### src/rtl/kcd_pkg.sv
// Shared types and fixed field widths for the key chord detector.
package kcd_pkg;

  localparam int unsigned KEY_FIELD_BITS = 8;  // width of key_code on the input beat
  localparam int unsigned MASK_BITS      = 8;  // width of fired_mask on the result beat
  localparam int unsigned CFG_IDX_BITS   = 3;  // chord register index
  localparam int unsigned CNT_BITS       = 3;  // key count field at the bottom of a chord register

  typedef struct packed {
    logic [KEY_FIELD_BITS-1:0] key_code;
    logic                      is_release;
    logic                      is_repeat;
  } kcd_evt_t;

endpackage

### src/rtl/kcd_in_if.sv
// Key event channel: valid/ready plus the key event payload.
interface kcd_in_if;
  logic                                valid;
  logic                                ready;
  logic [kcd_pkg::KEY_FIELD_BITS-1:0]  key_code;
  logic                                is_release;
  logic                                is_repeat;

  modport source (output valid, output key_code, output is_release, output is_repeat,
                  input ready);
  modport sink   (input valid, input key_code, input is_release, input is_repeat,
                  output ready);
endinterface

### src/rtl/kcd_out_if.sv
// Result channel: valid/ready plus the fired trigger mask.
interface kcd_out_if;
  logic                           valid;
  logic                           ready;
  logic [kcd_pkg::MASK_BITS-1:0]  fired_mask;

  modport source (output valid, output fired_mask, input ready);
  modport sink   (input valid, input fired_mask, output ready);
endinterface

### src/rtl/key_chord_detector.sv
// Key chord detector top level: input register, trigger units, result register.
//
//   channel  dir  handshake          payload
//   in_bus   in   valid/ready        key_code[7:0], is_release, is_repeat
//   out_bus  out  valid/ready        fired_mask[7:0]
//   cfg_*    in   cfg_wr_en only     cfg_idx[2:0], cfg_wdata[3+KEYS_PER_CHORD*KEY_BITS-1:0]
//
// One beat per cycle unless out_bus stalls; a beat moves from input to result register.
// The input register feeds all trigger units in parallel; held flags update as
// the beat moves into the result register.
// Synchronous active-low reset clears the chord table, held flags and valids.
// A stalled result holds the pipe; in_bus.ready stays high while the input
// register is empty or can move forward in the same cycle.
module key_chord_detector #(
  parameter int unsigned NUM_CHORDS     = 8,
  parameter int unsigned KEYS_PER_CHORD = 4,
  parameter int unsigned KEY_BITS       = 8
) (
  input  logic                              clk,
  input  logic                              rst_n,
  input  logic                              cfg_wr_en,
  input  logic [kcd_pkg::CFG_IDX_BITS-1:0]  cfg_idx,
  input  logic [3+KEYS_PER_CHORD*KEY_BITS-1:0] cfg_wdata,
  kcd_in_if.sink                            in_bus,
  kcd_out_if.source                         out_bus
);

  localparam int unsigned CFG_W = kcd_pkg::CNT_BITS + KEYS_PER_CHORD * KEY_BITS;

  logic [CFG_W-1:0]             chord_r [NUM_CHORDS];
  logic [NUM_CHORDS-1:0]        clr;
  logic [NUM_CHORDS-1:0]        fire;
  kcd_pkg::kcd_evt_t            s1_evt_r;
  logic                         s1_valid_r;
  logic                         s1_valid_nxt;
  logic                         out_valid_r;
  logic                         out_valid_nxt;
  logic [kcd_pkg::MASK_BITS-1:0] out_mask_r;
  logic                         advance;
  logic                         in_acc;

  kcd_cfg_regs #(
    .NUM_CHORDS (NUM_CHORDS),
    .CFG_W      (CFG_W)
  ) u_cfg (
    .clk     (clk),
    .rst_n   (rst_n),
    .wr_en   (cfg_wr_en),
    .wr_idx  (cfg_idx),
    .wr_data (cfg_wdata),
    .chord_r (chord_r),
    .clr     (clr)
  );

  assign advance        = s1_valid_r && (!out_valid_r || out_bus.ready);
  assign in_bus.ready   = !s1_valid_r || advance;
  assign in_acc         = in_bus.valid && in_bus.ready;

  for (genvar t = 0; t < NUM_CHORDS; t++) begin : g_chord
    kcd_chord_unit #(
      .KEYS_PER_CHORD (KEYS_PER_CHORD),
      .KEY_BITS       (KEY_BITS),
      .CFG_W          (CFG_W)
    ) u_unit (
      .clk     (clk),
      .rst_n   (rst_n),
      .chord   (chord_r[t]),
      .clr     (clr[t]),
      .advance (advance),
      .evt     (s1_evt_r),
      .fire    (fire[t])
    );
  end

  always_comb begin
    s1_valid_nxt = s1_valid_r;
    if (in_acc) begin
      s1_valid_nxt = 1'b1;
    end else if (advance) begin
      s1_valid_nxt = 1'b0;
    end
  end

  always_comb begin
    out_valid_nxt = out_valid_r;
    if (advance) begin
      out_valid_nxt = 1'b1;
    end else if (out_bus.ready) begin
      out_valid_nxt = 1'b0;
    end
  end

  always_ff @(posedge clk) begin
    if (!rst_n) begin
      s1_valid_r  <= 1'b0;
      out_valid_r <= 1'b0;
    end else begin
      s1_valid_r  <= s1_valid_nxt;
      out_valid_r <= out_valid_nxt;
    end
  end

  always_ff @(posedge clk) begin
    if (in_acc) begin
      s1_evt_r.key_code   <= in_bus.key_code;
      s1_evt_r.is_release <= in_bus.is_release;
      s1_evt_r.is_repeat  <= in_bus.is_repeat;
    end
    if (advance) begin
      // mask bits above NUM_CHORDS stay zero
      out_mask_r <= kcd_pkg::MASK_BITS'(fire);
    end
  end

  assign out_bus.valid      = out_valid_r;
  assign out_bus.fired_mask = out_mask_r;

endmodule

### src/rtl/kcd_cfg_regs.sv
// Chord table registers with per-trigger clear strobes on write.
module kcd_cfg_regs #(
  parameter int unsigned NUM_CHORDS = 8,
  parameter int unsigned CFG_W      = 35
) (
  input  logic                              clk,
  input  logic                              rst_n,
  input  logic                              wr_en,
  input  logic [kcd_pkg::CFG_IDX_BITS-1:0]  wr_idx,
  input  logic [CFG_W-1:0]                  wr_data,
  output logic [CFG_W-1:0]                  chord_r [NUM_CHORDS],
  output logic [NUM_CHORDS-1:0]             clr
);

  for (genvar t = 0; t < NUM_CHORDS; t++) begin : g_reg
    // indexes at or above NUM_CHORDS never hit any entry
    assign clr[t] = wr_en && (wr_idx == kcd_pkg::CFG_IDX_BITS'(t));

    always_ff @(posedge clk) begin
      if (!rst_n) begin
        chord_r[t] <= '0;
      end else if (clr[t]) begin
        chord_r[t] <= wr_data;
      end
    end
  end

endmodule

### src/rtl/kcd_chord_unit.sv
// One trigger: slot match, held flag update and completion check.
module kcd_chord_unit #(
  parameter int unsigned KEYS_PER_CHORD = 4,
  parameter int unsigned KEY_BITS       = 8,
  parameter int unsigned CFG_W          = 3 + KEYS_PER_CHORD * KEY_BITS
) (
  input  logic              clk,
  input  logic              rst_n,
  input  logic [CFG_W-1:0]  chord,
  input  logic              clr,
  input  logic              advance,
  input  kcd_pkg::kcd_evt_t evt,
  output logic              fire
);

  logic [kcd_pkg::CNT_BITS-1:0] cnt;
  logic [kcd_pkg::CNT_BITS-1:0] n_act;
  logic [KEYS_PER_CHORD-1:0]    act;
  logic [KEYS_PER_CHORD-1:0]    match;
  logic [KEYS_PER_CHORD-1:0]    held_r;
  logic [KEYS_PER_CHORD-1:0]    held_nxt;

  assign cnt   = chord[kcd_pkg::CNT_BITS-1:0];
  assign n_act = (cnt > kcd_pkg::CNT_BITS'(KEYS_PER_CHORD)) ?
                 kcd_pkg::CNT_BITS'(KEYS_PER_CHORD) : cnt;

  for (genvar k = 0; k < KEYS_PER_CHORD; k++) begin : g_slot
    assign act[k]   = kcd_pkg::CNT_BITS'(k) < n_act;
    // slot code is zero-extended, so keys wider than the slot never match
    assign match[k] = act[k] && (evt.key_code ==
                      kcd_pkg::KEY_FIELD_BITS'(chord[kcd_pkg::CNT_BITS + k*KEY_BITS +: KEY_BITS]));
  end

  always_comb begin
    held_nxt = held_r;
    if (evt.is_release) begin
      held_nxt = held_r & ~match;
    end else if (!evt.is_repeat) begin
      held_nxt = (match != '0) ? (held_r | match) : '0;
    end
  end

  assign fire = !evt.is_release && !evt.is_repeat && (n_act != '0) && (&(held_nxt | ~act));

  always_ff @(posedge clk) begin
    if (!rst_n) begin
      held_r <= '0;
    end else if (clr) begin
      held_r <= '0;
    end else if (advance) begin
      held_r <= held_nxt;
    end
  end

endmodule

### src/flat_wrapper.sv
// flat-port wrapper written by rule: the top's interface ports become plain ports
module key_chord_detector_flat 
#(
  parameter int unsigned NUM_CHORDS     = 8,
  parameter int unsigned KEYS_PER_CHORD = 4,
  parameter int unsigned KEY_BITS       = 8
)
  (clk, rst_n, cfg_wr_en, cfg_idx, cfg_wdata, in_bus_valid, in_bus_key_code, in_bus_is_release, in_bus_is_repeat, in_bus_ready, out_bus_valid, out_bus_fired_mask, out_bus_ready);
  kcd_in_if in_bus_i ();
  kcd_out_if out_bus_i ();
  input  logic clk;
  input  logic rst_n;
  input  logic cfg_wr_en;
  input  logic [kcd_pkg::CFG_IDX_BITS-1:0] cfg_idx;
  input  logic [3+KEYS_PER_CHORD*KEY_BITS-1:0] cfg_wdata;
  input wire logic [$bits(in_bus_i.valid)-1:0] in_bus_valid;
  input wire logic [$bits(in_bus_i.key_code)-1:0] in_bus_key_code;
  input wire logic [$bits(in_bus_i.is_release)-1:0] in_bus_is_release;
  input wire logic [$bits(in_bus_i.is_repeat)-1:0] in_bus_is_repeat;
  output wire logic [$bits(in_bus_i.ready)-1:0] in_bus_ready;
  output wire logic [$bits(out_bus_i.valid)-1:0] out_bus_valid;
  output wire logic [$bits(out_bus_i.fired_mask)-1:0] out_bus_fired_mask;
  input wire logic [$bits(out_bus_i.ready)-1:0] out_bus_ready;
  assign in_bus_i.valid = in_bus_valid;
  assign in_bus_i.key_code = in_bus_key_code;
  assign in_bus_i.is_release = in_bus_is_release;
  assign in_bus_i.is_repeat = in_bus_is_repeat;
  assign in_bus_ready = in_bus_i.ready;
  assign out_bus_valid = out_bus_i.valid;
  assign out_bus_fired_mask = out_bus_i.fired_mask;
  assign out_bus_i.ready = out_bus_ready;
  key_chord_detector #(.NUM_CHORDS(NUM_CHORDS), .KEYS_PER_CHORD(KEYS_PER_CHORD), .KEY_BITS(KEY_BITS)) u_core (.clk(clk), .rst_n(rst_n), .cfg_wr_en(cfg_wr_en), .cfg_idx(cfg_idx), .cfg_wdata(cfg_wdata), .in_bus(in_bus_i), .out_bus(out_bus_i));
endmodule
### config.mk
export PLATFORM = sky130hd
export DESIGN_NAME = key_chord_detector_flat
export DESIGN_NICKNAME = d
export VERILOG_FILES = /design/src/rtl/kcd_pkg.sv /design/src/rtl/kcd_in_if.sv /design/src/rtl/kcd_out_if.sv /design/src/rtl/key_chord_detector.sv /design/src/rtl/kcd_cfg_regs.sv /design/src/rtl/kcd_chord_unit.sv /design/src/flat_wrapper.sv
export SDC_FILE = /design/constraint.sdc
export NUM_CORES = 1
export LEC_CHECK = 0
export BUFFER_PORTS_ARGS = -buffer_cell sky130_fd_sc_hd__buf_2
export CAP_MARGIN = 20
export CORE_ASPECT_RATIO = 0.8
export CORE_MARGIN = 5
export CORE_UTILIZATION = 40
export DETAILED_ROUTE_END_ITERATION = 8
export GPL_TIMING_DRIVEN = 0
export REMOVE_ABC_BUFFERS = 1
export SETUP_SLACK_MARGIN = 0.3
export SYNTH_ARGS = -nofsm -noshare
export SYNTH_HDL_FRONTEND = slang
export SYNTH_SLANG_ARGS = --single-unit
### constraint.sdc
create_clock -name clk -period 2.6 [get_ports clk]
set_clock_uncertainty 0.2 [all_clocks]
set_input_delay 0.52 -clock clk [delete_from_list [all_inputs] [get_ports clk]]
set_output_delay 0.52 -clock clk [all_outputs]
set_load 0.01 [all_outputs]
Word-level counts from Yosys, hierarchy flattened
Index checks and enable logic that the tools add are counted.
{"block": "word_totals", "reg_bits": 332, "in_bits": 53, "wordCells": 278}
{"block": "classes", "n_reduce_logical": 100, "mux": 36, "n_bitwise": 41, "magnitude_cmp": 40, "n_eq_ne": 39}
{"cell": "8-bit == test", "count": 32}
{"cell": "4-bit two-way mux", "count": 24}
{"cell": "4-bit NOT", "count": 16}
{"cell": "4-bit OR", "count": 16}
{"cell": "1-bit logical AND", "count": 59}
{"cell": "1-bit by 3-bit < comparator with 1-bit output, first input constant", "count": 16}
{"cell": "2-bit by 3-bit < comparator with 1-bit output, first input constant", "count": 16}
{"cell": "4-bit bitwise AND", "count": 8}
{"cell": "4-bit AND reduction", "count": 8}
{"cell": "4-bit nonzero test", "count": 8}
{"cell": "3-bit > comparator, second input constant", "count": 8}
{"cell": "3-bit two-way mux", "count": 8}
{"cell": "3-bit nonzero test", "count": 8}
{"cell": "2-bit OR reduction", "count": 8}
{"cell": "3-bit == test, second input constant", "count": 4}
{"cell": "3-bit by 2-bit == test with 1-bit output, second input constant", "count": 2}
{"cell": "1-bit zero test", "count": 4}
{"cell": "1-bit two-way mux", "count": 4}
{"cell": "2-bit nonzero test", "count": 2}
{"cell": "3-bit by 1-bit == test with 1-bit output, second input constant", "count": 1}
{"cell": "3-bit zero test", "count": 1}
{"cell": "1-bit logical OR", "count": 2}
{"cell": "1-bit NOT", "count": 1}

Longest topological paths before layout
Gate-level depths: netlist of the first run.
{"block": "depth", "depth_word": 11, "mapped_depth": 10}

Modules after synthesis
From an unflattened synthesis of the first run, not the netlist that was laid out.
{"block": "unflattened", "cells_unflattened": 1671, "hier_area_um2": 16458.3}
{"module": "kcd_cfg_regs", "cells_per_inst": 956, "area_each_um2": 10228.6, "n_inst": 1, "seq_area_each_um2": 5605.4}
{"module": "kcd_chord_unit", "cells_per_inst": 86, "area_each_um2": 698.2, "n_inst": 8, "seq_area_each_um2": 80.1}
{"module": "key_chord_detector", "cells_per_inst": 27, "area_each_um2": 644.4, "n_inst": 1, "seq_area_each_um2": 580.6}

Worst setup path after synthesis of the first run
No wires, ideal clock.
{"block": "synth_timing", "path_type": "flip-flop to flip-flop", "startpoint": "register u_core.s1_evt_r[7] (netlist bit)", "endpoint": "register u_core.out_mask_r (netlist bit u_core.out_bus.fired_mask[3]), data pin", "required_ns": 2.140, "setup_ns": 0.260, "slack_ns": 0.286, "t_arrival_ns": 1.854, "period_less_slack_ns": 2.314, "path_buffers": 2, "stages_incl_launch_ff": 10, "cell_sequence": "edfxtp_1 buf_6 buf_12 xnor2_1 o21ai_0 nor3_1 nor2_1 or4b_2 o2111ai_1 nor3_1"}
{"block": "synth_between", "elab_chain_len": 9, "elab_cells_between_ends": 18, "classes_between": "eq/ne: 4; mux: 3; bitwise: 4; reduce/logical: 7"}
{"item": "start, declared", "line": "key_chord_detector.sv:33", "source": "kcd_pkg::kcd_evt_t s1_evt_r;"}
{"item": "8-bit == test", "line": "kcd_chord_unit.sv:30", "source": "assign match[k] = act[k] && (evt.key_code =="}
{"item": "1-bit logical AND", "line": "kcd_chord_unit.sv:30"}
{"item": "4-bit nonzero test or 4-bit OR (tied branches)", "line": "kcd_chord_unit.sv:39", "source": "held_nxt = (match != '0) ? (held_r | match) : '0;"}
{"item": "4-bit two-way mux", "line": "kcd_chord_unit.sv:39"}
{"item": "4-bit two-way mux", "line": "kcd_chord_unit.sv:38", "source": "end else if (!evt.is_repeat) begin"}
{"item": "4-bit two-way mux *", "line": "kcd_chord_unit.sv:36", "source": "if (evt.is_release) begin"}
{"item": "4-bit OR *", "line": "kcd_chord_unit.sv:43", "source": "assign fire = !evt.is_release && !evt.is_repeat && (n_act != '0) && (&(held_nxt | ~act));"}
{"item": "4-bit AND reduction *", "line": "kcd_chord_unit.sv:43"}
{"item": "1-bit logical AND *", "line": "kcd_chord_unit.sv:43"}
{"item": "via u_core.g_chord[3].u_unit.fire", "line": "kcd_chord_unit.sv:13", "source": "output logic fire"}
{"item": "end signal, assigned", "line": "key_chord_detector.sv:111", "source": "out_mask_r <= kcd_pkg::MASK_BITS'(fire);"}
{"item": "end, declared", "line": "key_chord_detector.sv:38", "source": "logic [kcd_pkg::MASK_BITS-1:0] out_mask_r;"}
Mark *: on every way through the listed nets, which the timed path passes. The rest lies on a longest branch.
A chain may end at the register's enable or synchronous reset.

Worst setup path in the final report of the first run
{"block": "layout_timing", "startpoint": "register u_core.s1_evt_r[7] (netlist bit)", "endpoint": "register u_core.out_mask_r (netlist bit u_core.out_bus.fired_mask[7]), data pin"}
{"block": "layout_between", "elab_chain_len": 9, "elab_cells_between_ends": 18, "classes_between": "eq/ne: 4; mux: 3; bitwise: 4; reduce/logical: 7"}
{"item": "8-bit == test", "line": "kcd_chord_unit.sv:30"}
{"item": "1-bit logical AND", "line": "kcd_chord_unit.sv:30"}
{"item": "4-bit nonzero test or 4-bit OR (tied branches)", "line": "kcd_chord_unit.sv:39"}
{"item": "4-bit two-way mux", "line": "kcd_chord_unit.sv:39"}
{"item": "4-bit two-way mux", "line": "kcd_chord_unit.sv:38"}
{"item": "4-bit two-way mux *", "line": "kcd_chord_unit.sv:36"}
{"item": "4-bit OR *", "line": "kcd_chord_unit.sv:43"}
{"item": "4-bit AND reduction *", "line": "kcd_chord_unit.sv:43"}
{"item": "1-bit logical AND *", "line": "kcd_chord_unit.sv:43"}
{"item": "via u_core.g_chord[7].u_unit.fire", "line": "kcd_chord_unit.sv:13"}
Marked as above.

==> results.md, run 1 <==
- The total power after layout is 11.83 mW.
- The number of diodes is 0.
- Measured against its own limit, the worst slew margin works out to 0.2963.
- The nature of the critical path startpoint is a flip-flop.
- The share of post-route cells with drive strength above 1 is 0.1857.
- In the post-route analysis, the smallest setup slack over all paths is -0.2467 ns.
- Summed over all cells, the static leakage comes to 6.903 nW.
- The source-to-sink clock delay at the later pin of the worst-skew pair is ~0.53 ns.
- The count of pins on the block boundary is 63.
- Yosys printed 0 warnings.
- The synthesized netlist occupies a cell area of ~16,000 um^2.
- The DRC violations left is 0.
- The critical path endpoint category is a flip-flop.
- The number of nets in the final layout is between 2,000 and 2,500.
- The final layout contains routed wiring with a total length of about 53,000 um.
- Across the run, the number of max-cap violations was 0.
- TritonCTS built the clock tree.
- The power density over the cells is between 500 and 600 nW/um^2.
- The initial antenna violation count came to 1.
- The min-delay analysis places its worst path in the category input port to flip-flop.
- Once detail routing completed, the nets flagged for antenna violations numbered 0.
- The length of the first detailed-routing pass in iterations is 5.
- After clock tree synthesis, the clock-pin slew on the worst setup and hold paths is about 0.06 ns.
- The worst path in the final design needs a cycle of 2.847 ns, including I/O delays and setup.
- The initial utilization of the core area, before any placement, comes to 0.4051.
- The critical path arrival is between 2 and 3 ns.
- For this run, the number of standard cells in the final layout without fillers is between 2,000 and 3,000.
- The final-report max-slew violation count was 0.
- STA puts the critical path data required time at about 2.7 ns.
- A synthesized cell averages between 8 and 9 um^2.
- Setup repair after global routing could not meet its margin everywhere.
- The number of hold violations in the final report is 0.
- CTS placed an instance of sky130_fd_sc_hd__clkbuf_16 at the clock tree root.
- Along the worst path, the maximum fanout reaches 11.
- Routability-driven placement finished with a final weighted congestion of between 0.8 and 0.9.
- After synthesis the netlist holds a flip-flop and latch count of 332.
- The main flop type after synthesis is sky130_fd_sc_hd__dfxtp_1.
- OpenSTA, run right after detailed placement, puts the worst setup slack at -1.180 ns.
- The final reports fail on setup timing.
- The number of global-route vias before repair is 13,050.
- By startpoint and endpoint, the worst setup path is classified as flip-flop to flip-flop.
- Setup violations remaining at the end of the flow were counted as 26.
- The area growth from synthesis to layout is 25.09%.
- CTS saw ~330 sinks.
- Based on the critical path, the design can be clocked at up to roughly 0.35 GHz.
- The die area is between 40,000 and 50,000 um^2.
- Dividing the final minimum period by the clock period gives 1.095.
- Entering global routing, the biggest net connects about 180 pins.
- The floorplan core area is between 40,000 and 50,000 um^2.
- Counting flops with a built-in enable in the synthesized netlist gives 18.
- Of all flip-flops after synthesis, the portion carrying an async set or reset was 0.
- Using the TritonRoute via totals, the vias-per-cell ratio works out to approximately 5.3.
- Detailed placement finished with a half-perimeter wire length of 32,890 um.
- For this run the aggregate overflow at the end of global routing stands at 0.
- In the final routed layout, each cell accounts on average for 20.13 um.
- The global-route wire length before repair is slightly below 80,000 um.
- The share of the yosys chip area belonging to registers is 0.4148.
- The total routing resource utilization after global routing is 0.2228.
- The die outline width is about 240 um.
- The clock tree synthesis step divided the H-tree into 2 levels.
- Measured along the y axis, the die boundary spans 191.4 um.
- Counting tap cells, the placed design contains a total of around 2,500 instances.
- The number of port buffers is 62.
- The row count is 66.
- After synthesis, the netlist uses 61 different library cells.
- The maximum clock path buffer count is 3.
- The clock buffer count from CTS is 35.
- For the pin with the worst max-slew slack, the measured transition is ~1.0 ns.
- Counting the fill cells in the layout gives between 3,000 and 4,000.
- The maximum VDD drop is roughly 0.37 mV.
- The count of routing violations after the opening detailed-route iteration is 1,265.
- The run finished, with violations left.
- The detailed-route via count is ~14,000.
- Synthesis produced between 1,500 and 2,000 cells.
[path summary, 6_finish.rpt]
kind,from,endpoint,slack [ns],cells past startpoint
hold / removal,in_bus_valid,u_core.s1_valid_r,0.04,3
setup reg to reg,u_core.s1_evt_r[7],u_core.out_bus.fired_mask[7],-0.25,10
setup / recovery,u_core.s1_evt_r[7],u_core.out_bus.fired_mask[7],-0.25,10
hold reg to reg,u_core.g_chord[6].u_unit.held_r[0],u_core.g_chord[6].u_unit.held_r[0],0.26,2
[layout make-up]
type,count,area [um^2],share of cell area
Clock inverter,4,52.55,0.002553
Multi-Input combinational cell,1479,9703,0.4713
Timing Repair inverter,1,5.005,0.0002431
Inverter,10,41.29,0.002006
Sequential cell,332,6827,0.3316
Tap cell,544,680.7,0.03306
Clock buffer,58,1102,0.05354
Timing Repair Buffer,200,2176,0.1057
[cell families (layout without fill, tap and decap cells)]
group                     Yosys count  count (layout)  synth area share
AOI/OAI and AO/OA                 416             416            0.1806
xor gates and xnor gates          256             256            0.1381
buffers and inverters             176             273           0.05816
DFF                               332             332            0.4148
muxes                               2               2          0.001292
and+or+nand+nor                   805             805            0.2072
[stage by stage]
stage                     setup TNS, ns  instance area [um^2]    util  hold WS (ns)
final                            -2.852                 20590  0.5067       0.04461
after global routing             -5.916                 20590  0.5067       0.05799
after CTS                        -1.864                 19950  0.4910       0.02841
after detailed placement         -30.06                 17490  0.4305        0.2446
after global placement          -613.52                 16530  0.4068        0.2388
after floorplan                  -29.10                 15540       -        0.2316
[where the power goes]
part | switching (mW) | total (mW) | leakage, nW | internal [mW]
sequential | 0.0842 | 5.32 | 2.71 | 5.24
combinational | 0.811 | 1.41 | 3.62 | 0.597
clock | 2.10 | 5.10 | 0.570 | 2.99
total | 3.00 | 11.8 | 6.90 | 8.83
[layer usage]
layer,track usage,share of wire,vias to the layer above
met5,0,0.00025,-
met4,0.06236,0.023,2
met3,0.05322,0.076,86
met2,0.3448,0.44,441
met1,0.3121,0.46,6784
li1,-,-,6691
[registers in the layout, indices dropped and copies added (netlist names)]
register	count
u_core.g_chord.u_unit.held_r	32
u_core.s1_evt_r	10
u_core.s1_valid_r	1
u_core.out_bus.fired_mask	8
u_core.u_cfg.chord_r	280
u_core.out_bus.valid	1
[Yosys cell counts (5+ instances only)]
master                     instances  area [um^2]
sky130_fd_sc_hd__nand2_1         627         2354
sky130_fd_sc_hd__dfxtp_1         314         6286
sky130_fd_sc_hd__a21boi_0        282         2117
sky130_fd_sc_hd__xnor2_1         199         1743
sky130_fd_sc_hd__clkbuf_1         99        371.6
sky130_fd_sc_hd__a21oi_1          72        360.4
sky130_fd_sc_hd__xor2_1           53        464.2
sky130_fd_sc_hd__nand3_1          40        200.2
sky130_fd_sc_hd__clkbuf_2         35        175.2
sky130_fd_sc_hd__nand4_1          35        219.0
sky130_fd_sc_hd__buf_6            30        337.8
sky130_fd_sc_hd__nor3_1           26        130.1
sky130_fd_sc_hd__nor2_1           20        75.07
sky130_fd_sc_hd__nor4_1           20        125.1
sky130_fd_sc_hd__edfxtp_1         18        540.5
sky130_fd_sc_hd__a22oi_1           9        67.56
sky130_fd_sc_hd__inv_1             9        33.78
sky130_fd_sc_hd__o21ai_0           9        45.04
sky130_fd_sc_hd__nand2b_1          7        43.79
sky130_fd_sc_hd__nor4_2            6        75.07
sky130_fd_sc_hd__a21o_1            5        37.54
sky130_fd_sc_hd__and3_1            5        31.28
sky130_fd_sc_hd__nor2b_1           5        31.28
sky130_fd_sc_hd__o211ai_1          5        37.54
[what timing repair did]
action | CTS | global route
pin swaps | 56 | 47
hold buffers | 10 | 0
endpoints found under the hold margin | 10 | 0
cloned | 2 | 1
buffers inserted | 59 | 29
resized for setup | 105 | 82
endpoints found under the setup margin | 40 | 52
[worst max-delay path, cell delays in order, from the launching register on]
cell                        delay, ns
sky130_fd_sc_hd__edfxtp_1        0.45
sky130_fd_sc_hd__clkbuf_16       0.20
sky130_fd_sc_hd__buf_16          0.16
sky130_fd_sc_hd__xnor2_2         0.12
sky130_fd_sc_hd__nand4_1         0.17
sky130_fd_sc_hd__nor4_4          0.31
sky130_fd_sc_hd__buf_6           0.16
sky130_fd_sc_hd__a21oi_2         0.06
sky130_fd_sc_hd__a21oi_2         0.16
sky130_fd_sc_hd__nand2_1         0.11
sky130_fd_sc_hd__a2111oi_4       0.46
[placed cells by master (no fill, tap or decap), types with 21 or more instances in the layout]
cell type and count:
sky130_fd_sc_hd__nand4_1 35, sky130_fd_sc_hd__dfxtp_1 314, sky130_fd_sc_hd__buf_6 21, sky130_fd_sc_hd__buf_16 22, sky130_fd_sc_hd__xor2_1 45, sky130_fd_sc_hd__a21oi_1 54, sky130_fd_sc_hd__a21boi_0 282, sky130_fd_sc_hd__xnor2_1 182
sky130_fd_sc_hd__nand2_1 622, sky130_fd_sc_hd__nand3_1 22, sky130_fd_sc_hd__buf_2 61, sky130_fd_sc_hd__clkbuf_16 39, sky130_fd_sc_hd__buf_4 63
No activity file was read; power rests on OpenSTA's default activity.
==> inputs of run 2 (changes only) <==
--- a/config.mk
+++ b/config.mk
@@ -12,8 +12,10 @@
 export CORE_UTILIZATION = 40
 export DETAILED_ROUTE_END_ITERATION = 8
 export GPL_TIMING_DRIVEN = 0
+export PLACE_DENSITY = 0.57
 export REMOVE_ABC_BUFFERS = 1
 export SETUP_SLACK_MARGIN = 0.3
 export SYNTH_ARGS = -nofsm -noshare
 export SYNTH_HDL_FRONTEND = slang
+export SYNTH_HIERARCHICAL = 1
 export SYNTH_SLANG_ARGS = --single-unit
==> run 2 against run 1 <==
Effect of this change: the flow still finishes with violations (setup timing); largest power group is now clock; via count decreased by 9.5%; sequential cell count unchanged; sequential power hardly changed; critical path type unchanged; critical endpoint is now u_core/out_bus.fired_mask[2]; synthesized cell count down 16%.
==> results.md, run 2 <==
- The post-route clock period utilization is 1.110 (was 1.095).
- The effective utilization at floorplan is 0.4051 (unchanged).
- The final weighted congestion of routability-driven global placement is 0.8189 (was 0.8917).
- The final-report max-slew violation count was 0 (unchanged).
- The largest incremental delay on the critical path is 0.54 ns (was 0.46 ns).
- The post-layout minimum cycle time is 2.887 ns (was 2.847 ns).
- The number of global-route vias before repair is 12,550 (was 13,050).
- The row count is 66 (unchanged).
- The clock buffer count from CTS was 37 (was 35).
- The maximum clock path buffer count is 3 (unchanged).
- The slack of the critical path is -0.2869 ns (was -0.2467 ns).
- The average via count per standard cell came to 5.229 (was 5.329).
- The register-to-register setup slack is -0.29 ns (was -0.25 ns).
- The length in cells of the worst reg-to-reg path is 8 (was 10).
- The total placed instance area is 17,970 um^2 (was 17,490 um^2).
- The fraction of post-synthesis cell area in the top cell type by area came to 0.3819 (unchanged).
- The transition time at the pin with the least slew margin is 1.081 ns (was 1.048 ns).
- The detail-routed net length per standard cell is 19.42 um (was 20.13 um).
- The power density over the cells is 592.5 nW/um^2 (was 574.5 nW/um^2).
- The floorplan core area is 40,630 um^2 (unchanged).
- The register bank with the most flops is u_core/u_cfg/chord_r (was u_core.u_cfg.chord_r).
- The die outline height came to 191.4 um (unchanged).
- The number of flip-flops in the largest register is 280 (unchanged).
- Cell chain of the critical path: clkbuf_16, buf_8, xnor2_2, nand4_1, or4_4, a2111oi_4, o311ai_2, a31oi_2 (was clkbuf_16, buf_16, xnor2_2, nand4_1, nor4_4, buf_6, a21oi_2, a21oi_2, nand2_1, a2111oi_4).
- The detailed-route via count was 12,670 (was 14,000).
- Most used cells in the layout excluding fill and tap cells: 352 x sky130_fd_sc_hd__nand2_1, 314 x sky130_fd_sc_hd__dfxtp_1, 280 x sky130_fd_sc_hd__mux2i_1 (was 622 x sky130_fd_sc_hd__nand2_1, 314 x sky130_fd_sc_hd__dfxtp_1, 282 x sky130_fd_sc_hd__a21boi_0).
- The CTS tree is done (unchanged).
- The share of post-route cells with drive strength above 1 was 0.2203 (was 0.1857).
- The residual antenna-violating net count after detailed routing is 0 (unchanged).
- The final worst hold slack came to 0.05158 ns (was 0.04461 ns).
- The clock slew at the register clock pins of the worst setup and hold paths is 0.06 ns (about the same).
- The die outline width is 236.8 um (unchanged).
- The critical-path maximum fanout is 4 (was 11).
- Leading registers by flop count: u_core/u_cfg/chord_r x280, u_core/g_chord.u_unit/held_r x32, u_core/s1_evt_r x10 (was u_core.u_cfg.chord_r x280, u_core.g_chord.u_unit.held_r x32, u_core.s1_evt_r x10).
- The maximum number of pins on one net before global-route repair was 99 (was 177).
- The origin of the critical flop-to-flop path is u_core/s1_evt_r[6] (was u_core.s1_evt_r[7]).
- The library cell contributing the largest single delay on the critical path is sky130_fd_sc_hd__or4_4 (was sky130_fd_sc_hd__a2111oi_4).
- The share of the yosys chip area belonging to registers is 0.4148 (unchanged).
- The category of the critical setup timing path is flip-flop to flip-flop (unchanged).
- The end of the worst register-to-register path is u_core/out_bus.fired_mask[2] (was u_core.out_bus.fired_mask[7]).
- The number of diodes is 0 (unchanged).
- The setup violation total in the final timing report is 25 (was 26).
- The number of hold violations in the final report came to 0 (unchanged).
- The depth of the CTS H-tree is 2 (unchanged).
- The worst slew slack as a fraction of its limit is 0.2775 (was 0.2963).
- The critical path arrival was 3.01 ns (was 2.93 ns).
- The number of nets in the final layout was 1,906 (was 2,112).
- The dominant cell by count in the synthesized netlist is sky130_fd_sc_hd__nand2_1 (unchanged).
- The main flop type after synthesis was sky130_fd_sc_hd__dfxtp_1 (unchanged).
- The critical path endpoint category is a flip-flop (unchanged).
- Most numerous cell types in the synthesized netlist: 355 x sky130_fd_sc_hd__nand2_1, 314 x sky130_fd_sc_hd__dfxtp_1, 280 x sky130_fd_sc_hd__mux2i_1 (was 627 x sky130_fd_sc_hd__nand2_1, 314 x sky130_fd_sc_hd__dfxtp_1, 282 x sky130_fd_sc_hd__a21boi_0).
- The fraction of registers with async set or reset after synthesis is 0 (unchanged).
- The count of cells along the worst hold path is 3 (unchanged).
- The synthesized area per cell is 9.849 um^2 (was 8.283 um^2).
- The cell type contributing the most total cell area after synthesis is sky130_fd_sc_hd__dfxtp_1 (unchanged).
- The total length of routed wires is 47,050 um (was 52,910 um).
- The maximum VDD drop is 0.5600 mV (was 0.3654 mV).
- The count of routing violations after the opening detailed-route iteration is 714 (was 1,265).
- The global-route wire length before repair came to 72,640 um (was 78,940 um).
- The total congestion overflow is 0 (unchanged).
- The count of cell types in the netlist is 44 (was 61).
- The DRC violations left was 0 (unchanged).
- The post-layout instance area is 21,180 um^2 (was 20,590 um^2).
- The master cell of the clock root buffer is sky130_fd_sc_hd__clkbuf_16 (unchanged).
- The initial antenna violation count was 0 (was 1).
- The die area is 45,330 um^2 (unchanged).
- Run status: finished with violations (unchanged).
- The peak clock frequency supported by timing is 0.3464 GHz (was 0.3513 GHz).
- The gate count after technology mapping is 1,671 (was 1,987).
- The path type of the worst min-delay path is input port to flip-flop (unchanged).
- The Yosys warning count is 6 (was 0).
- The number of port buffers is 62 (unchanged).
- The total leakage power is 8.990 nW (was 6.903 nW).
- The end point of the worst hold path is u_core/s1_valid_r (was u_core.s1_valid_r).
- Violated checks: setup timing (unchanged).
- The nature of the critical path startpoint is a flip-flop (unchanged).
- The required time of the critical path is 2.73 ns (was 2.68 ns).
- The count of pins on the block boundary is 63 (unchanged).
- The estimated wirelength of the detail-placed design is 30,360 um (was 32,890 um).
- The hold path startpoint is in_bus_valid (unchanged).
- The source-to-sink clock delay at the later pin of the worst-skew pair is 0.53 ns (about the same).
- The length of the first detailed-routing pass in iterations is 5 (unchanged).
- Setup repair after global routing missed its margin: true (unchanged).
- The worst setup timing slack at the placement stage came to -0.9140 ns (was -1.180 ns).
- Top cells by area, synth: sky130_fd_sc_hd__dfxtp_1 38%, sky130_fd_sc_hd__mux2i_1 17%, sky130_fd_sc_hd__nand2_1 8.1% (was sky130_fd_sc_hd__dfxtp_1 38%, sky130_fd_sc_hd__nand2_1 14%, sky130_fd_sc_hd__a21boi_0 13%).
- The total routing resource utilization after global routing is 0.2007 (was 0.2228).
- The number of enable-type register cells in the synthesized netlist came to 18 (unchanged).
- The cell area after synthesis is 16,460 um^2 (unchanged).
- The total power after layout is 12.55 mW (was 11.83 mW).
- The max-capacitance violation count was 0 (unchanged).
- The post-synthesis register bit count came to 332 (unchanged).
- The area added between synthesis and finish is 28.71% (was 25.09%).
- The clock sink total is 332 (unchanged).
- The most frequent standard cell in the layout excluding fill and tap cells is sky130_fd_sc_hd__nand2_1 (unchanged).
==> run 2: power breakdown <==
part           switching, mW  internal (mW)  total (mW)
registers             0.0910           5.24        5.33
logic                  0.793          0.620        1.41
clock network           2.18           3.63        5.80
total                   3.06           9.49        12.6
==> run 2: cells by family (layout without fill, tap and decap cells) <==
| kind of cell | count (synthesis) | in the layout | share of synthesized area |
|---|---|---|---|
| multiplexers | 280 | 280 | 0.1703 |
| XOR/XNOR | 256 | 256 | 0.1435 |
| AO/OA/AOI/OAI | 139 | 139 | 0.06873 |
| flip-flops | 332 | 332 | 0.4148 |
| buffers and inverters | 90 | 298 | 0.03763 |
| AND/OR/NAND/NOR | 574 | 574 | 0.1650 |
==> run 2: repair_timing <==
action,CTS,global route
pin swaps,91,59
setup buffers,72,18
hold buffers,10,0
gates cloned,3,0
gates resized for setup,115,76
hold endpoints to repair,10,0
setup endpoints to repair,58,40
==> run 2: per-layer routing <==
metal	vias up	track usage	share of wire
met5	-	0	0
met3	60	0.03000	0.046
met4	0	0.03839	0.019
li1	6160	-	-
met1	6173	0.2819	0.47
met2	276	0.3323	0.47
==> run 2: critical path: cells and delay by family (launching register included) <==
family / cells / cell delay [ns]
compound gates: 3 / 0.85
simple gates: 2 / 0.78
flops: 1 / 0.42
buf+inv: 2 / 0.32
xor+xnor: 1 / 0.10
==> run 2: through the flow <==
stage,instances,setup TNS [ns],utilization
2_1_floorplan,1604,-125.18,-
3_3_place_gp,2210,-1354.81,0.4164
3_5_place_dp,2255,-40.67,0.4423
4_1_cts,2405,-2.219,0.5083
5_1_grt,2423,-4.396,0.5214
6_report,2423,-2.060,0.5214
==> run 2: worst max-delay path by stage <==
stage,end,cells after the start,start,slack [ns]
6_report,u_core/out_bus.fired_mask[2],8,u_core/s1_evt_r[6],-0.29
5_1_grt,u_core/out_bus.fired_mask[2],8,u_core/s1_evt_r[6],-0.31
4_1_cts,u_core/out_bus.fired_mask[4],8,u_core/s1_evt_r[6],-0.26
3_5_place_dp,u_core/out_bus.fired_mask[2],7,u_core/s1_evt_r[8],-0.91
3_3_place_gp,u_core/u_cfg/chord_r[211],3,rst_n,-4.76
2_1_floorplan,u_core/g_chord[0].u_unit/held_r[0],5,cfg_idx[0],-1.92
==> run 2: cell type report <==
| cell class | instances | area [um^2] |
|---|---|---|
| sequential | 332 | 6827 |
| multi-input combinational | 1249 | 9853 |
| inverter | 23 | 86.33 |
| clock inverter | 10 | 203.9 |
| clock buffer | 55 | 1139 |
| timing repair buffer | 210 | 2394 |
| tap | 544 | 680.7 |
| fill | 3568 | 19450 |
==> inputs of run 3 (changes only) <==
--- a/config.mk
+++ b/config.mk
@@ -8,7 +8,6 @@
 export BUFFER_PORTS_ARGS = -buffer_cell sky130_fd_sc_hd__buf_2
 export CAP_MARGIN = 20
 export CORE_ASPECT_RATIO = 0.8
-export CORE_MARGIN = 5
 export CORE_UTILIZATION = 40
 export DETAILED_ROUTE_END_ITERATION = 8
 export GPL_TIMING_DRIVEN = 0
==> run 3 against run 2 <==
Effect of this change: first-iteration DRC count up 16%; design area down 0.64%; critical path depth unchanged; worst hold slack better by 0.0074 ns; sequential share of layout area up 0.21 points; clock power down 8.3%; the run ends with DRC, setup timing left; wire length down 1.7%; critical endpoint is now u_core/out_bus.fired_mask[5]; cell count unchanged.
==> results.md, run 3 (synthesized netlist as in run 2, its figures left out) <==
- Cell chain of the critical path: clkbuf_16, buf_8, xnor2_2, nand4_1, or4_4, a2111oi_4, o311ai_2, a31oi_1 (was clkbuf_16, buf_8, xnor2_2, nand4_1, or4_4, a2111oi_4, o311ai_2, a31oi_2).
- The depth of the CTS H-tree is 2 (unchanged).
- The net switching power of the design was 3.044 mW (was 3.061 mW).
- The total routing resource utilization after global routing was 0.2179 (was 0.2007).
- The DRC violations left came to 1 (was 0).
- The detailed-route via count is 12,640 (was 12,670).
- The nature of the critical path startpoint is a flip-flop (unchanged).
- The maximum VDD drop is 0.3533 mV (was 0.5600 mV).
- The fraction of power consumed by the clock network came to 0.441 (was 0.462).
- The total length of routed wires came to 46,250 um (was 47,050 um).
- The category of the critical setup timing path is flip-flop to flip-flop (unchanged).
- The final weighted congestion of routability-driven global placement was 0.8475 (was 0.8189).
- The most frequent standard cell in the layout excluding fill and tap cells is sky130_fd_sc_hd__nand2_1 (unchanged).
- The setup violation total in the final timing report is 16 (was 25).
- The worst slew slack as a fraction of its limit was 0.3232 (was 0.2775).
- The register bank with the most flops is u_core/u_cfg/chord_r (unchanged).
- The average via count per standard cell is 5.217 (was 5.229).
- The post-layout instance area is 21,050 um^2 (was 21,180 um^2).
- The source-to-sink clock delay at the later pin of the worst-skew pair came to 0.53 ns (about the same).
- The critical path endpoint category is a flip-flop (unchanged).
- The final-report max-slew violation count is 0 (unchanged).
- The power density over the cells came to 573.1 nW/um^2 (was 592.5 nW/um^2).
- The die outline height is 183.4 um (was 191.4 um).
- The count of buffering cells on the critical path with inverters included is 2 (unchanged).
- The floorplan core area is 40,630 um^2 (unchanged).
- Violated checks: DRC, setup timing (was setup timing).
- The area added between synthesis and finish is 27.89% (was 28.71%).
- The initial antenna violation count is 0 (unchanged).
- Leading registers by flop count: u_core/u_cfg/chord_r x280, u_core/g_chord.u_unit/held_r x32, u_core/s1_evt_r x10 (unchanged).
- The required time of the critical path is 2.74 ns (was 2.73 ns).
- Run status: finished with violations (unchanged).
- Most used cells in the layout excluding fill and tap cells: 355 x sky130_fd_sc_hd__nand2_1, 314 x sky130_fd_sc_hd__dfxtp_1, 280 x sky130_fd_sc_hd__mux2i_1 (was 352 x sky130_fd_sc_hd__nand2_1, 314 x sky130_fd_sc_hd__dfxtp_1, 280 x sky130_fd_sc_hd__mux2i_1).
- The library cell contributing the largest single delay on the critical path was sky130_fd_sc_hd__or4_4 (unchanged).
- The total placed cells including tap cells is 2,257 (was 2,255).
- The largest incremental delay on the critical path came to 0.52 ns (was 0.54 ns).
- The critical path arrival is 2.88 ns (was 3.01 ns).
- The transition time at the pin with the least slew margin is 1.015 ns (was 1.081 ns).
- The slack of the critical path is -0.1341 ns (was -0.2869 ns).
- The length of the first detailed-routing pass in iterations was 7 (was 5).
- The total power after layout came to 12.06 mW (was 12.55 mW).
- The max-capacitance violation count is 0 (unchanged).
- The critical path's top delay family is compound AO/OA/AOI/OAI gates (unchanged).
- The detail-routed net length per standard cell was 19.09 um (was 19.42 um).
- The clock sink total is 332 (unchanged).
- The logic gate share of total power is 0.117 (was 0.113).
- Setup repair after global routing missed its margin: true (unchanged).
- The total leakage power is 8.934 nW (was 8.990 nW).
- The global-route wire length before repair came to 70,990 um (was 72,640 um).
- The number of diodes came to 0 (unchanged).
- The maximum number of pins on one net before global-route repair is 161 (was 99).
- The worst setup timing slack at the placement stage is -0.8324 ns (was -0.9140 ns).
- The post-route clock period utilization came to 1.052 (was 1.110).
- The number of port buffers is 62 (unchanged).
- The number of flip-flops in the largest register is 280 (unchanged).
- The count of routing violations after the opening detailed-route iteration is 828 (was 714).
- The critical-path maximum fanout is 5 (was 4).
- The total congestion overflow is 0 (unchanged).
- The number of nets in the final layout was 1,908 (was 1,906).
- The count of non-filler cells in the finished layout is 2,423 (unchanged).
- The share of post-route cells with drive strength above 1 was 0.2187 (was 0.2203).
- The switching share of total power is 0.2524 (was 0.2439).
- The cell-internal power was 9.018 mW (was 9.491 mW).
- The residual antenna-violating net count after detailed routing came to 0 (unchanged).
- The die outline width came to 228.8 um (was 236.8 um).
- The post-layout minimum cycle time is 2.734 ns (was 2.887 ns).
- The maximum clock path buffer count is 3 (unchanged).
- The path type of the worst min-delay path is input port to flip-flop (unchanged).
- The total placed instance area is 18,050 um^2 (was 17,970 um^2).
- The count of pins on the block boundary is 63 (unchanged).
- The relative contribution of sequential cells to total power is 0.442 (was 0.425).
- The number of global-route vias before repair is 12,210 (was 12,550).
- The die area is 41,970 um^2 (was 45,330 um^2).
- The row count came to 66 (unchanged).
- The effective utilization at floorplan is 0.4051 (unchanged).
- The peak clock frequency supported by timing is 0.3657 GHz (was 0.3464 GHz).
- The number of hold violations in the final report is 0 (unchanged).
- The clock slew at the register clock pins of the worst setup and hold paths is 0.06 ns (about the same).
- The CTS tree was done (unchanged).
- The estimated wirelength of the detail-placed design was 30,410 um (was 30,360 um).
- The master cell of the clock root buffer is sky130_fd_sc_hd__clkbuf_16 (unchanged).
- The total negative slack for setup checks is -0.8838 ns (was -2.060 ns).
- The clock buffer count from CTS came to 36 (was 37).
==> run 3: layer usage <==
layer / up-vias / track usage / routed length (um)
met5: - / 0 / 0
met4: 0 / 0.06027 / 889
met3: 56 / 0.03071 / 2011
met2: 255 / 0.3529 / 21320
met1: 6147 / 0.3028 / 22030
li1: 6182 / - / -
==> run 3: metrics by stage <==
step | hold slack [ns] | util
floorplan | 0.2463 | -
detailed placement | 0.2585 | 0.4444
global placement | 0.2538 | 0.4164
finish | 0.05895 | 0.5180
CTS | 0.04076 | 0.5049
global route | 0.06716 | 0.5180
==> run 3: power by group through the flow <==
stage	combinational (mW)	sequential [mW]	clock, mW
3_3_place_gp	0.880	5.60	0
4_1_cts	1.34	5.33	5.46
2_1_floorplan	0.567	5.52	0
6_report	1.41	5.33	5.32
3_5_place_dp	1.15	5.47	0
5_1_grt	1.50	5.34	5.66
==> run 3: worst reg2reg max path, delay by kind of cell (launching register included) <==
kind / cells / cell delay (ns)
AO/OA/AOI/OAI: 3 / 0.74
buffers and inverters: 2 / 0.33
XOR/XNOR: 1 / 0.12
flip-flops: 1 / 0.42
AND/OR/NAND/NOR: 2 / 0.73
==> run 3: layout make-up <==
class | count | area [um^2]
fill | 3615 | 19580
timing repair buffer | 213 | 2419
inverter | 23 | 86.33
sequential | 332 | 6827
multi-input combinational | 1249 | 9823
clock inverter | 18 | 209.0
tap | 544 | 680.7
clock buffer | 44 | 1003
==> run 3: final timing paths <==
kind              depth (start not counted)  slack (ns)                            to                 startpoint
setup / recovery                          8       -0.13  u_core/out_bus.fired_mask[5]         u_core/s1_evt_r[6]
hold / removal                            3        0.06             u_core/s1_valid_r               in_bus_valid
setup reg to reg                          8       -0.13  u_core/out_bus.fired_mask[5]         u_core/s1_evt_r[6]
hold reg to reg                           2        0.27     u_core/u_cfg/chord_r[277]  u_core/u_cfg/chord_r[277]
==> run 3: timing repair <==
item / in CTS / in global routing
gates resized for setup: 92 / 73
endpoints found under the setup margin: 40 / 40
pin swaps: 93 / 69
hold buffers: 10 / 0
cloned: 3 / 0
hold endpoints to repair: 10 / 0
setup buffers: 72 / 19
